**src/hw/rtl/zdf_pkg.sv**
```systemverilog
// ----------------------------------------------------------------------------
// zdf_pkg: shared types, constants and arithmetic helpers
// Holds the coefficient register map, the command bundle passed from the
// sequencer to the datapath, and the rounding and saturation functions.
// ----------------------------------------------------------------------------
`default_nettype none

package zdf_pkg;

  // Configuration port geometry.
  localparam int CFG_IDX_W  = 3;
  localparam int CFG_DATA_W = 19;

  // Register indexes.
  localparam logic [CFG_IDX_W-1:0] REG_STAGE_GAIN    = 3'd0;
  localparam logic [CFG_IDX_W-1:0] REG_GAIN_SQUARED  = 3'd1;
  localparam logic [CFG_IDX_W-1:0] REG_GAIN_CUBED    = 3'd2;
  localparam logic [CFG_IDX_W-1:0] REG_STATE_SCALE   = 3'd3;
  localparam logic [CFG_IDX_W-1:0] REG_RESONANCE     = 3'd4;
  localparam logic [CFG_IDX_W-1:0] REG_FEEDBACK_NORM = 3'd5;

  // Reset values of the coefficients.
  localparam logic [15:0] RST_STAGE_GAIN    = 16'd4031;
  localparam logic [15:0] RST_GAIN_SQUARED  = 16'd248;
  localparam logic [15:0] RST_GAIN_CUBED    = 16'd15;
  localparam logic [16:0] RST_STATE_SCALE   = 17'd61505;
  localparam logic [18:0] RST_RESONANCE     = 19'd262144;
  localparam logic [16:0] RST_FEEDBACK_NORM = 17'd65532;

  // Datapath widths.
  localparam int SAMPLE_W = 24;
  localparam int STATE_W  = 32;
  localparam int OPA_W    = 33;  // state difference, sign included
  localparam int OPB_W    = 20;  // widest coefficient plus a zero sign bit
  localparam int PROD_W   = OPA_W + OPB_W;
  localparam int FRAC_W   = 16;
  localparam int RND_W    = PROD_W + 1 - FRAC_W;
  localparam int WIDE_W   = RND_W + 2;

  localparam int NSTAGES = 4;
  localparam int STG_W   = 2;

  typedef struct packed {
    logic [15:0] stage_gain;
    logic [15:0] gain_squared;
    logic [15:0] gain_cubed;
    logic [16:0] state_scale;
    logic [18:0] resonance_gain;
    logic [16:0] feedback_norm;
  } cfg_t;

  // Multiply operations issued by the sequencer.
  typedef enum logic [2:0] {
    OP_SCALE,   // z[i] * state_scale
    OP_FB0,     // s0 * G^3
    OP_FB1,     // s1 * G^2
    OP_FB2,     // s2 * G
    OP_RES,     // S * k
    OP_NORM,    // (x - ks) * feedback_norm
    OP_STAGE    // (lp - z[i]) * G
  } op_t;

  typedef struct packed {
    logic              load_x;
    logic              mul_en;
    logic              post_en;
    logic              load_out;
    op_t               op;
    logic [STG_W-1:0]  idx;
  } cmd_t;

  // Shift right by 16 with rounding half toward plus infinity.
  function automatic logic signed [RND_W-1:0] rnd16(input logic signed [PROD_W-1:0] p);
    logic signed [PROD_W:0] t;
    t = {p[PROD_W-1], p} + (PROD_W+1)'(32768);
    return t[PROD_W:FRAC_W];
  endfunction

  // Clamp to the signed 32-bit state range.
  function automatic logic signed [STATE_W-1:0] sat32(input logic signed [WIDE_W-1:0] a);
    logic hi_same;
    logic hi_zero;
    hi_zero = (a[WIDE_W-1:STATE_W-1] == '0);
    hi_same = hi_zero || (a[WIDE_W-1:STATE_W-1] == '1);
    if (hi_same) begin
      return a[STATE_W-1:0];
    end else if (a[WIDE_W-1]) begin
      return {1'b1, {(STATE_W-1){1'b0}}};
    end else begin
      return {1'b0, {(STATE_W-1){1'b1}}};
    end
  endfunction

  // Clamp a state value to the signed 24-bit sample range.
  function automatic logic signed [SAMPLE_W-1:0] sat24(input logic signed [STATE_W-1:0] a);
    logic hi_same;
    hi_same = (a[STATE_W-1:SAMPLE_W-1] == '0) || (a[STATE_W-1:SAMPLE_W-1] == '1);
    if (hi_same) begin
      return a[SAMPLE_W-1:0];
    end else if (a[STATE_W-1]) begin
      return {1'b1, {(SAMPLE_W-1){1'b0}}};
    end else begin
      return {1'b0, {(SAMPLE_W-1){1'b1}}};
    end
  endfunction

endpackage

`default_nettype wire

```
**src/hw/rtl/zdf_ctrl.sv**
```systemverilog
// ----------------------------------------------------------------------------
// zdf_ctrl: filter sequencer
// Steps the shared multiplier through the thirteen products of one sample
// and manages the input and output handshakes.
// ----------------------------------------------------------------------------
`default_nettype none

module zdf_ctrl
  import zdf_pkg::*;
(
  input  wire logic clk,
  input  wire logic rst,
  input  wire logic in_valid,
  output logic      in_ready,
  output logic      out_valid,
  input  wire logic out_ready,
  output cmd_t      cmd
);

  typedef enum logic [3:0] {
    ST_IDLE = 4'b0001,
    ST_MUL  = 4'b0010,
    ST_POST = 4'b0100,
    ST_OUT  = 4'b1000
  } state_t;

  state_t           state;
  state_t           state_next;
  op_t              op;
  op_t              op_next;
  logic [STG_W-1:0] idx;
  logic [STG_W-1:0] idx_next;
  logic             out_valid_next;
  logic             last_idx;

  assign last_idx = (idx == STG_W'(NSTAGES - 1));
  assign in_ready = (state == ST_IDLE);

  always_comb begin
    state_next     = state;
    op_next        = op;
    idx_next       = idx;
    out_valid_next = out_valid && !out_ready;
    cmd.load_x     = 1'b0;
    cmd.mul_en     = 1'b0;
    cmd.post_en    = 1'b0;
    cmd.load_out   = 1'b0;
    cmd.op         = op;
    cmd.idx        = idx;
    case (state)
      ST_IDLE: begin
        if (in_valid) begin
          cmd.load_x = 1'b1;
          op_next    = OP_SCALE;
          idx_next   = '0;
          state_next = ST_MUL;
        end
      end
      ST_MUL: begin
        cmd.mul_en = 1'b1;
        state_next = ST_POST;
      end
      ST_POST: begin
        cmd.post_en = 1'b1;
        state_next  = ST_MUL;
        case (op)
          OP_SCALE: begin
            if (last_idx) begin
              op_next  = OP_FB0;
              idx_next = '0;
            end else begin
              idx_next = idx + 1'b1;
            end
          end
          OP_FB0: op_next = OP_FB1;
          OP_FB1: op_next = OP_FB2;
          OP_FB2: op_next = OP_RES;
          OP_RES: op_next = OP_NORM;
          OP_NORM: begin
            op_next  = OP_STAGE;
            idx_next = '0;
          end
          OP_STAGE: begin
            if (last_idx) begin
              state_next = ST_OUT;
            end else begin
              idx_next = idx + 1'b1;
            end
          end
          default: state_next = ST_IDLE;
        endcase
      end
      ST_OUT: begin
        if (!out_valid || out_ready) begin
          cmd.load_out   = 1'b1;
          out_valid_next = 1'b1;
          state_next     = ST_IDLE;
        end
      end
      default: state_next = ST_IDLE;
    endcase
  end

  always_ff @(posedge clk) begin
    if (rst) begin
      state     <= ST_IDLE;
      op        <= OP_SCALE;
      idx       <= '0;
      out_valid <= 1'b0;
    end else begin
      state     <= state_next;
      op        <= op_next;
      idx       <= idx_next;
      out_valid <= out_valid_next;
    end
  end

  // The output register is only overwritten once its transaction is done.
  a_out_free: assert property (@(posedge clk) disable iff (rst)
    cmd.load_out |-> (!out_valid || out_ready))
    else $error("output register overwritten while held");

  // Every accepted sample starts with the first state scaling product.
  a_start: assert property (@(posedge clk) disable iff (rst)
    (in_valid && in_ready) |=> (state == ST_MUL && op == OP_SCALE && idx == '0))
    else $error("sequence did not start at the first product");

  // The last ladder stage hands over to the output step.
  a_finish: assert property (@(posedge clk) disable iff (rst)
    (state == ST_POST && op == OP_STAGE && last_idx) |=> (state == ST_OUT))
    else $error("last stage did not lead to output");

endmodule

`default_nettype wire

```
**config.mk**
```make
export PLATFORM = sky130hd
export DESIGN_NAME = zdf_ctrl
export DESIGN_NICKNAME = d
export VERILOG_FILES = /design/src/hw/rtl/zdf_pkg.sv /design/src/hw/rtl/zdf_ctrl.sv
export SDC_FILE = /design/constraint.sdc
export NUM_CORES = 1
export LEC_CHECK = 0
export ABC_AREA = 1
export ABC_CLOCK_PERIOD_IN_PS = 1000
export BUFFER_PORTS_ARGS = -buffer_cell sky130_fd_sc_hd__clkbuf_2
export CORE_MARGIN = 2
export CORE_UTILIZATION = 45
export CTS_CLUSTER_DIAMETER = 30
export DETAILED_ROUTE_END_ITERATION = 16
export GPL_TIMING_DRIVEN = 0
export PLACE_DENSITY_LB_ADDON = 0.2
export SYNTH_ARGS = -nofsm -noshare
export SYNTH_HDL_FRONTEND = slang
export SYNTH_SLANG_ARGS = --single-unit
```
**constraint.sdc**
```tcl
create_clock -name clk -period 1 [get_ports clk]
set_input_delay 0 -clock clk [delete_from_list [all_inputs] [get_ports clk]]
set_output_delay 0 -clock clk [all_outputs]
set_load 0.02 [all_outputs]
```
Word level (Yosys, flattened, before mapping):

Index checks and enable logic that the tools add are counted.

* bits in registers: 10
* input bits: 4
* output and inout bits: 11
* word-level logic and storage cells: 54

* add/sub/neg operators: 1
* equality and inequality tests: 17
* multiplexer cells: 22
* reduce and logical (&&, ||, !) cells: 10

Operator list (count)
* 3-bit case mux with 6 select lines: 1
* 4-bit case mux with 4 select lines: 1
* 4-bit 2-to-1 mux: 3
* 3-bit == test, second input constant: 3
* 1-bit 2-to-1 mux: 8
* 4-bit case mux with 2 select lines: 1
* 4-bit AND reduction: 2
* 7-bit by 1-bit != test with 1-bit output, second input constant: 1
* 3-bit by 2-bit == test with 1-bit output, second input constant: 2
* 2-bit 2-to-1 mux: 3
* 3-bit 2-to-1 mux: 2
* 3-bit != test, second input constant: 2
* 2-bit case mux with 3 select lines: 1
* 3-bit case mux with 2 select lines: 1
* 6-bit OR reduction: 1
* 4-bit by 1-bit == test with 1-bit output, second input constant: 1
* 4-bit by 2-bit == test with 1-bit output, second input constant: 1
* 4-bit by 3-bit == test with 1-bit output, second input constant: 1
* 4-bit == test, second input constant: 1
* 2-bit != test, second input constant: 2
* 4-bit by 1-bit != test with 1-bit output, second input constant: 1
* 2-bit case mux with 2 select lines: 1
* 3-bit by 1-bit == test with 1-bit output, second input constant: 1
* 3-bit logical NOT: 1
* other kinds (7): 8

Logic depth before layout (Yosys ltp):

Gate-level depths: netlist of the first run.

* depth in word-level cells: 4
* gate-level depth with buffers: 9
* depth with buffers taken out: 9

Worst setup path before layout of the first run:

Ideal clock, no wire load.

* path type: reg-to-reg
* start point: reg idx[1]
* end point: reg idx[1]
* arrival time: 1164 ps
* slack: -275 ps
* stages on the path, launching flop included: 8
* buffers on the path: 0
* path through: dfxtp_1 -> ha_1 -> inv_1 -> nor2_2 -> nand2_4 -> nand3_2 -> and2_1 -> nor2_1

* longest elaborated chain between the ends: 4
* elaborated cells on any way between the ends: 8

Ends and longest elaborated chain
* start: declaration: RTL line zdf_ctrl.sv:31 `logic [STG_W-1:0] idx;`
* start signal: assignment: RTL line zdf_ctrl.sv:113 `idx <= idx_next;`
* 2-bit by 1-bit adder with 2-bit output / 2-bit == test (equally long branches): RTL line zdf_ctrl.sv:72, zdf_ctrl.sv:87, zdf_ctrl.sv:36
* 2-bit 2-to-1 mux (on tied branches): RTL line zdf_ctrl.sv:84, zdf_ctrl.sv:68
* 2-bit case mux with 3 select lines: RTL line zdf_ctrl.sv:66 `case (op)`
* 2-bit case mux with 2 select lines: RTL line zdf_ctrl.sv:50 `case (state)`

Several ways; a longest one is shown, not always the timed one. The select of a mux whose other input is x is not followed.
A chain may end at the register's enable or synchronous reset.

Worst setup path after layout of the first run:

* start point: reg state[0]
* end point: reg idx[1]

* longest elaborated chain between the ends: 3
* elaborated cells on any way between the ends: 8

Ends and longest elaborated chain
* start: declaration: RTL line zdf_ctrl.sv:27 `state_t state;`
* start signal: assignment: RTL line zdf_ctrl.sv:111 `state <= state_next;`
* 4-bit by 3-bit == test with 1-bit output / 4-bit by 1-bit == test with 1-bit output (equally long branches): RTL line zdf_ctrl.sv:50
* 4-bit by 1-bit != test with 1-bit output (no source line) (tied with other cells)
* 4-bit AND reduction (no source line)

Several ways; a longest one is shown, not always the timed one.

==> results of run 1 <==
## power breakdown
| part | total [mW] | internal, mW | leakage [nW] | switching, mW |
|---|---|---|---|---|
| registers | 0.490 | 0.434 | 0.0881 | 0.0564 |
| clock network | 0.308 | 0.155 | 0.0150 | 0.154 |
| logic | 0.537 | 0.230 | 0.337 | 0.308 |
| total | 1.34 | 0.818 | 0.440 | 0.518 |
## placed cells by master (no fill, tap or decap), types with 2 or more instances in the layout
cell type,instances
nand2_2,6
nand3_2,2
clkbuf_2,9
inv_1,6
inv_2,9
buf_4,7
o21ai_2,2
nand4_1,2
inv_4,2
nor2_2,4
clkbuf_4,3
o21ai_0,2
buf_6,2
nand3_4,4
nor2_4,8
nand3_1,6
nand2_1,13
dfxtp_4,9
nand2_4,3
a21oi_1,4
nor2_1,6
## path summary, 6_finish.rpt
kind,startpoint,to,slack (ps),cells past startpoint
setup / recovery,state[0],idx[1],-180,8
hold / removal,out_ready,out_valid,1,4
setup reg to reg,state[0],idx[1],-180,8
hold reg to reg,state[1],state[2],530,2
## final cells by class
cell class              count  share of cell area (%)
flip-flops and latches     10                    22.9
repair buffers             20                    15.1
inverters                  17                    6.69
multi-input cells          69                    51.0
clock buffers               4                    2.55
well taps                  15                    1.82
## sequential cells by signal, indices dropped and copies added, names as in the netlist
register,cells
out_valid,1
idx,2
state,4
op,3
## tightest hold or removal path: cells and delay by family
kind | cells | cell delay (ps)
buffers and inverters | 2 | 140
AND/OR/NAND/NOR | 1 | 50
AO/OA/AOI/OAI | 1 | 50
## kinds of logic after synthesis
| kind of cell | synth area share, % |
|---|---|
| AO/OA/AOI/OAI | 9.90 |
| adder cells (fa/ha/maj) | 1.98 |
| buffers and inverters | 10.1 |
| flip-flops | 31.7 |
| AND/OR/NAND/NOR | 46.3 |
## through the flow
stage	worst slack, ps	utilization, %	setup TNS (ps)	total power, mW	area, um2
floorplan	-67.5	-	-173	0.741	684
global route	-234	79.0	-2170	1.40	1030
global placement	-142	59.4	-574	0.823	773
detailed placement	-160	59.4	-684	0.834	773
CTS	-145	66.0	-1430	1.17	858
finish	-175	79.0	-1480	1.34	1030
## what timing repair did
item | 4_1_cts | 5_1_grt
endpoints found under the hold margin | 1 | 0
pin swaps | 4 | 14
setup endpoints to repair | 12 | 13
resized for setup | 7 | 42
buffers inserted | 3 | 3
## metal layers
metal	GRT usage, %	up-vias	share of wire, %
li1	-	358	-
met1	21.7	334	37
met2	33.4	32	52
met3	2.61	10	5.3
met4	13.5	0	5.5
met5	0	-	0
==> flow_metrics.py, run 1 <==
metrics = {
    "clock_tree": {
        "cts_made_buffers": 3,
        "cts_tree": "built",
        "cts.htree.levels": 1,
        "insertion_delay_ps": 270,
        "clockBufferDepth": 2,
        "path_clk_slew_ps": 70,
        "clockRootBuffer": "clkbuf_4",
        "cts_num_sinks": 10,
    },
    "final_layout": {
        "diodes": 0,
        "seq_area_um2": 235,
        "fillCellCount": 90,
        "syn_to_final_growth_pct": 62.8,
        "drive_gt1_share_pct": 65.0,
        "fin_nets": 126,
        "multi_input_area_um2": 524,
        "stdcell_count": 135,
    },
    "setup_path": {
        "cp_slowest_stage_delay_ps": 360,
        "crit_slowest_cell": "dfxtp_4",
        "critPathCaptureType": "register",
        "cp_max_fo": 5,
        "worstSetupPathType": "register to register",
        "cp.required_ps": 1180,
        "worstPathCellList": "inv_4 > nand2_4 > nor2_4 > buf_12 > nand2_8 > nand3_4 > and2_4 > nor2_2",
        "cp-start-kind": "register",
        "cp_top_family": "simple AND/OR/NAND/NOR gates",
        "critPathArrivalTime_ps": 1360,
        "crit_buf_inv": 2,
    },
    "synthesis": {
        "synth_commonest_cells": "nand2_1 (18), inv_1 (13), nor2_1 (11)",
        "post-synth-top-count-cell": "nand2_1",
        "yosysTopAreaCell": "dfxtp_1",
        "netlist_top_cells_area": "dfxtp_1 (32%), nand2_1 (11%), inv_1 (7.7%)",
        "syn-num-nets": 101,
        "synth_cell_types": 21,
        "ys_ff_latch": 10,
        "synth_top_area_share_pct": 31.7,
        "yosysSeqAreaShare_pct": 31.7,
        "post_synth.cell_area_avg_um2": 6.58,
        "ys.flop_type": "dfxtp_1",
        "ys_warn_count": 0,
        "synthArstFlopShare_pct": 0,
        "synth_edf_count": 0,
        "netlist_area_um2": 632,
        "syn_inst": 96,
    },
    "grt": {
        "first_global_vias": 615,
        "overflow": 0,
        "antenna_found_initial": 0,
        "grt_usage_pct": 19.4,
        "grt_pass1_wl_um": 2520,
        "grt_max_degree": 9,
    },
    "floorplanning": {
        "fp-row-count": 13,
        "core-area_mm2": 0.00130,
        "die_height_um": 41.5,
        "die_area_mm2": 0.00172,
        "start_util_pct": 48.6,
        "die_w_um": 41.5,
        "io_pins": 15,
    },
    "drt": {
        "vias_per_cell": 5.44,
        "antenna_left": 0,
        "drt-wirelength-per-cell_um": 14.2,
        "drt-initial-drc-count": 15,
        "wirelength_um": 1910,
        "drc": 0,
        "route.vias.total": 734,
        "firstDrtPassIters": 4,
    },
    "timing": {
        "drv_slew": 0,
        "final.period_utilization_pct": 118,
        "hold_viol_final": 0,
        "worst_pin_slew_ps": 227,
        "hold-worst-slack_ps": 1.40,
        "slew_headroom_pct": 84.7,
        "fmax_ghz": 0.851,
        "skew_ps": 7.09,
        "period_minus_slack_ps": 1180,
        "finalSetupViolCount": 12,
        "rsz0062_at_grt": "yes",
        "setup_slack_ps": -175,
    },
    "power": {
        "total_leakage_power_nw": 0.440,
        "ir_drop_v": 0.00113,
        "p_per_area_mw_per_mm2": 1300,
    },
    "place": {
        "port_buffers": 14,
        "dp_hpwl_um": 1080,
        "gp_congestion": 0.835,
        "dp_cells": 125,
    },
    "run": {
        "maxCapViolations": 0,
    },
    "status": {
        "outcome": "complete, but fails checks",
        "violations": "setup timing",
    },
    "min_path": {
        "hp-class": "input pin to register",
    },
}
(Power assumes the default switching activity.)
==> inputs of run 2 (changes only) <==
--- a/config.mk
+++ b/config.mk
@@ -14,6 +14,7 @@
 export DETAILED_ROUTE_END_ITERATION = 16
 export GPL_TIMING_DRIVEN = 0
 export PLACE_DENSITY_LB_ADDON = 0.2
+export SETUP_SLACK_MARGIN = 0.5
 export SYNTH_ARGS = -nofsm -noshare
 export SYNTH_HDL_FRONTEND = slang
 export SYNTH_SLANG_ARGS = --single-unit
==> flow_metrics.py, run 2 (synthesized netlist as in run 1, its figures left out) <==
metrics = {
    "status": {
        "outcome": "complete, but fails checks",
        "violations": "setup timing",
    },
    "final_layout": {
        "fillCellCount": 81,
        "largest_register": "state",
        "largestRegisters": "state (4), op (3), idx (2)",
        "drive_gt1_share_pct": 65.0,
        "largest_reg_flops": 4,
        "diodes": 0,
        "final_area_mm2": 0.00109,
        "fin_nets": 126,
        "syn_to_final_growth_pct": 72.5,
        "layout_common_cells": "nand2_1 (14), nor2_4 (10), dfxtp_4 (10)",
        "final_common_cell": "nand2_1",
    },
    "grt": {
        "first_global_vias": 712,
        "grt_pass1_wl_um": 2870,
        "grt_usage_pct": 21.1,
        "overflow": 0,
        "antenna_found_initial": 0,
        "grt_max_degree": 9,
    },
    "floorplanning": {
        "die_area_mm2": 0.00172,
        "die_w_um": 41.5,
        "io_pins": 15,
        "start_util_pct": 48.6,
        "die_height_um": 41.5,
        "core-area_mm2": 0.00130,
        "fp-row-count": 13,
    },
    "setup_path": {
        "crit_slowest_cell": "dfxtp_4",
        "cp_slowest_stage_delay_ps": 370,
        "cp_top_family": "simple AND/OR/NAND/NOR gates",
        "critPathArrivalTime_ps": 1340,
        "cp.required_ps": 1170,
        "cp-start-kind": "register",
        "worstPathCellList": "inv_4 > nand2_4 > nor2_4 > nand2_4 > nand3_4 > and2_4 > nor2_1",
        "crit_top_cell": "nand2_4",
        "cp_max_fo": 6,
        "crit_buf_inv": 1,
        "worstSetupPathType": "register to register",
        "critPathCaptureType": "register",
    },
    "timing": {
        "hold-worst-slack_ps": 13.0,
        "worst_pin_slew_ps": 243,
        "period_minus_slack_ps": 1170,
        "fmax_ghz": 0.858,
        "finalSetupViolCount": 13,
        "drv_slew": 0,
        "skew_ps": 5.65,
        "final.period_utilization_pct": 117,
        "rsz0062_at_grt": "yes",
        "hold_viol_final": 0,
        "finalSetupTns_ps": -1670,
        "slew_headroom_pct": 83.6,
        "setup_slack_ps": -166,
    },
    "place": {
        "place_ws_ps": -154,
        "placed_area_um2": 786,
        "port_buffers": 14,
        "dp_hpwl_um": 1100,
        "gp_congestion": 0.830,
    },
    "clock_tree": {
        "cts_made_buffers": 3,
        "clockRootBuffer": "clkbuf_4",
        "cts_tree": "built",
        "clockBufferDepth": 2,
        "path_clk_slew_ps": 70,
        "cts_num_sinks": 10,
        "cts.htree.levels": 1,
        "insertion_delay_ps": 270,
    },
    "drt": {
        "wirelength_um": 1930,
        "route.vias.total": 727,
        "vias_per_cell": 5.39,
        "drt-wirelength-per-cell_um": 14.3,
        "drc": 0,
        "antenna_left": 0,
        "firstDrtPassIters": 4,
        "drt-initial-drc-count": 10,
    },
    "power": {
        "ir_drop_v": 0.000861,
        "total_leakage_power_nw": 0.485,
        "p_per_area_mw_per_mm2": 1340,
        "total_power_mw": 1.46,
    },
    "run": {
        "maxCapViolations": 0,
    },
    "min_path": {
        "hp-class": "input pin to register",
    },
}
[run 2: final timing paths]
path / start / end / slack [ps] / cells after the start
worst max-delay path: state[0] / idx[1] / -170 / 7
worst max register to register: state[0] / idx[1] / -170 / 7
worst min register to register: op[1] / op[1] / 550 / 2
worst min-delay path: rst / state[3] / 10 / 2
[run 2: final cells by class]
cell class / instances / area (um2) / share of cell area, %
multi-input cells: 69 / 500 / 45.9
flip-flops and latches: 10 / 238 / 21.8
repair buffers: 20 / 220 / 20.2
inverters: 17 / 76.3 / 7.00
clock buffers: 4 / 36.3 / 3.33
well taps: 15 / 18.8 / 1.72
[run 2: stage by stage]
step           utilization (%)  cells
6_report                  83.8    135
5_1_grt                   83.8    135
4_1_cts                   76.3    133
3_5_place_dp              60.4    125
3_3_place_gp              60.4    125
2_1_floorplan                -     96
[run 2: layer usage]
layer | GRT usage (%) | wire length [um] | part of all wire [%] | vias up
met2 | 38.1 | 1070 | 55 | 20
li1 | - | - | - | 358
met3 | 8.26 | 102 | 5.3 | 6
met1 | 22.9 | 717 | 37 | 343
met4 | 4.52 | 39 | 2.0 | 0
met5 | 0 | 0 | 0 | -
[run 2: report_power, final]
part           leakage (nW)  internal, mW  switching (mW)
Sequential           0.0884         0.431          0.0637
Combinational         0.375         0.282           0.319
Clock                0.0210         0.221           0.145
Total                 0.485         0.935           0.527
[run 2: repair_timing]
item / in CTS / in global routing
gates resized for setup: 34 / 27
pin swaps: 6 / 9
setup endpoints to repair: 21 / 21
endpoints found under the hold margin: 2 / 1
buffers inserted: 4 / 2
==> inputs of run 3 (changes only) <==
--- a/config.mk
+++ b/config.mk
@@ -5,7 +5,6 @@
 export SDC_FILE = /design/constraint.sdc
 export NUM_CORES = 1
 export LEC_CHECK = 0
-export ABC_AREA = 1
 export ABC_CLOCK_PERIOD_IN_PS = 1000
 export BUFFER_PORTS_ARGS = -buffer_cell sky130_fd_sc_hd__clkbuf_2
 export CORE_MARGIN = 2
==> flow_metrics.py, run 3 <==
metrics = {
    "timing": {
        "period_minus_slack_ps": 1580,
        "slew_headroom_pct": 73.8,
        "rsz0062_at_grt": "yes",
        "final.period_utilization_pct": 158,
        "finalSetupViolCount": 15,
        "drv_slew": 0,
        "hold-worst-slack_ps": -11.1,
        "setup_slack_ps": -579,
        "hold_viol_final": 1,
        "skew_ps": 1.78,
        "finalSetupTns_ps": -6950,
        "worst_pin_slew_ps": 388,
        "fmax_ghz": 0.633,
    },
    "status": {
        "violations": "hold timing, setup timing",
        "outcome": "complete, but fails checks",
    },
    "clock_tree": {
        "cts_tree": "built",
        "cts_num_sinks": 10,
        "cts.htree.levels": 1,
        "clockBufferDepth": 2,
        "insertion_delay_ps": 270,
        "clockRootBuffer": "clkbuf_4",
        "cts_made_buffers": 3,
        "path_clk_slew_ps": 70,
    },
    "setup_path": {
        "worstSetupPathType": "register to register",
        "critPathCaptureType": "register",
        "critPathArrivalTime_ps": 1790,
        "cp_max_fo": 3,
        "cp-start-kind": "register",
        "cp.required_ps": 1210,
    },
    "floorplanning": {
        "start_util_pct": 47.9,
        "die_area_mm2": 0.00168,
        "io_pins": 15,
        "die_w_um": 41.0,
        "core-area_mm2": 0.00128,
        "die_height_um": 41.0,
        "fp-row-count": 13,
    },
    "drt": {
        "drt-initial-drc-count": 11,
        "drc": 0,
        "firstDrtPassIters": 4,
        "route.vias.total": 639,
        "drt-wirelength-per-cell_um": 15.5,
        "wirelength_um": 1650,
        "vias_per_cell": 6.03,
        "antenna_left": 0,
    },
    "place": {
        "dp_hpwl_um": 1080,
        "placed_area_um2": 748,
        "gp_congestion": 0.728,
        "port_buffers": 14,
    },
    "synthesis": {
        "yosysSeqAreaShare_pct": 32.5,
        "yosysTopAreaCell": "dfxtp_1",
        "post-synth-top-count-cell": "dfxtp_1",
        "ys_warn_count": 0,
        "netlist_top_cells_area": "dfxtp_1 (33%), a21oi_1 (4.9%), o211ai_2 (4.1%)",
        "syn-num-nets": 74,
        "synth_edf_count": 0,
        "ys_ff_latch": 10,
        "syn_inst": 69,
        "ys.flop_type": "dfxtp_1",
        "synth_top_area_share_pct": 32.5,
        "synthArstFlopShare_pct": 0,
        "netlist_area_um2": 616,
        "synth_cell_types": 32,
        "post_synth.cell_area_avg_um2": 8.92,
        "synth_commonest_cells": "dfxtp_1 (10), a21oi_1 (6), inv_1 (6)",
    },
    "final_layout": {
        "final_area_um2": 947,
        "largestRegisters": "state (4), op (3), idx (2)",
        "largest_register": "state",
        "drive_gt1_share_pct": 60.4,
        "fin_nets": 97,
        "diodes": 0,
        "final_common_cell": "buf_8",
        "layout_common_cells": "buf_8 (8), clkbuf_2 (6), dfxtp_2 (6)",
        "largest_reg_flops": 4,
        "syn_to_final_growth_pct": 53.9,
        "final_util_pct": 73.7,
    },
    "run": {
        "maxCapViolations": 0,
    },
    "min_path": {
        "hp-class": "input pin to register",
    },
    "grt": {
        "first_global_vias": 535,
        "grt_max_degree": 11,
        "grt_pass1_wl_um": 2460,
        "grt_usage_pct": 23.4,
        "overflow": 0,
        "antenna_found_initial": 0,
    },
    "power": {
        "total_leakage_power_nw": 0.393,
        "p_per_area_mw_per_mm2": 1180,
        "ir_drop_v": 0.000913,
    },
}
==> run 3: changes by cell type after synthesis, moves of 4 or more <==
cell     before  now
nor2_1       11    2
nor2_2        6    0
nand2_1      18    0
nand3_1       9    0
nand2_2       4    0
inv_2         4    0
inv_1        13    6
==> run 3: cell families (layout without fill, tap and decap cells) <==
| family | Yosys count | in the layout | share of synthesized area [%] |
|---|---|---|---|
| AND/OR/NAND/NOR | 27 | 27 | 32.3 |
| AO/OA/AOI/OAI | 21 | 21 | 26.4 |
| flip-flops | 10 | 10 | 32.5 |
| buffers and inverters | 10 | 32 | 6.71 |
| adder cells (fa/ha/maj) | 1 | 1 | 2.03 |
==> run 3: final timing paths <==
check | from | to | slack (ps) | depth (start not counted)
min | rst | out_valid | -10 | 2
max | state[3] | idx[1] | -580 | 3
max reg2reg | state[3] | idx[1] | -580 | 3
min reg2reg | idx[1] | idx[1] | 570 | 2
==> run 3: layout make-up <==
type,instances,area (um2)
flip-flops and latches,10,219
inverters,6,25.0
repair buffers,18,205
fillers,89,338
clock buffers,4,36.3
well taps,15,18.8
plain buffers,4,26.3
multi-input cells,49,417
==> run 3: metal layers <==
| metal | global-route usage, % | vias to the layer above | wire [um] |
|---|---|---|---|
| met4 | 7.50 | 0 | 19 |
| li1 | - | 310 | - |
| met5 | 0 | - | 0 |
| met3 | 8.15 | 3 | 60 |
| met1 | 25.3 | 311 | 689 |
| met2 | 41.8 | 15 | 877 |
==> run 3: stage by stage <==
stage,hold slack (ps),cells,power [mW],worst slack (ps)
after floorplan,61.7,69,0.607,-498
after global placement,290,98,0.663,-555
after detailed placement,292,98,0.671,-565
after CTS,-8.15,105,1.07,-566
after global routing,0.805,106,1.17,-614
final,-11.1,106,1.12,-579
==> run 3: report_power, final <==
part	switching, mW	internal, mW	total (mW)
clock	0.152	0.222	0.374
sequential	0.0273	0.418	0.445
combinational	0.154	0.148	0.302
total	0.333	0.787	1.12
==> run 3: worst max-delay path, cell delays in order, from the launching register on <==
cell and delay [ps]:
dfxtp_4 350, or4b_4 560, or4_4 460, o211ai_2 150
==> run 3: repair_timing <==
action,4_1_cts,5_1_grt
resized for setup,30,18
buffers inserted,2,1
setup endpoints to repair,21,21
pin swaps,2,3
cloned,1,0
hold endpoints to repair,1,0
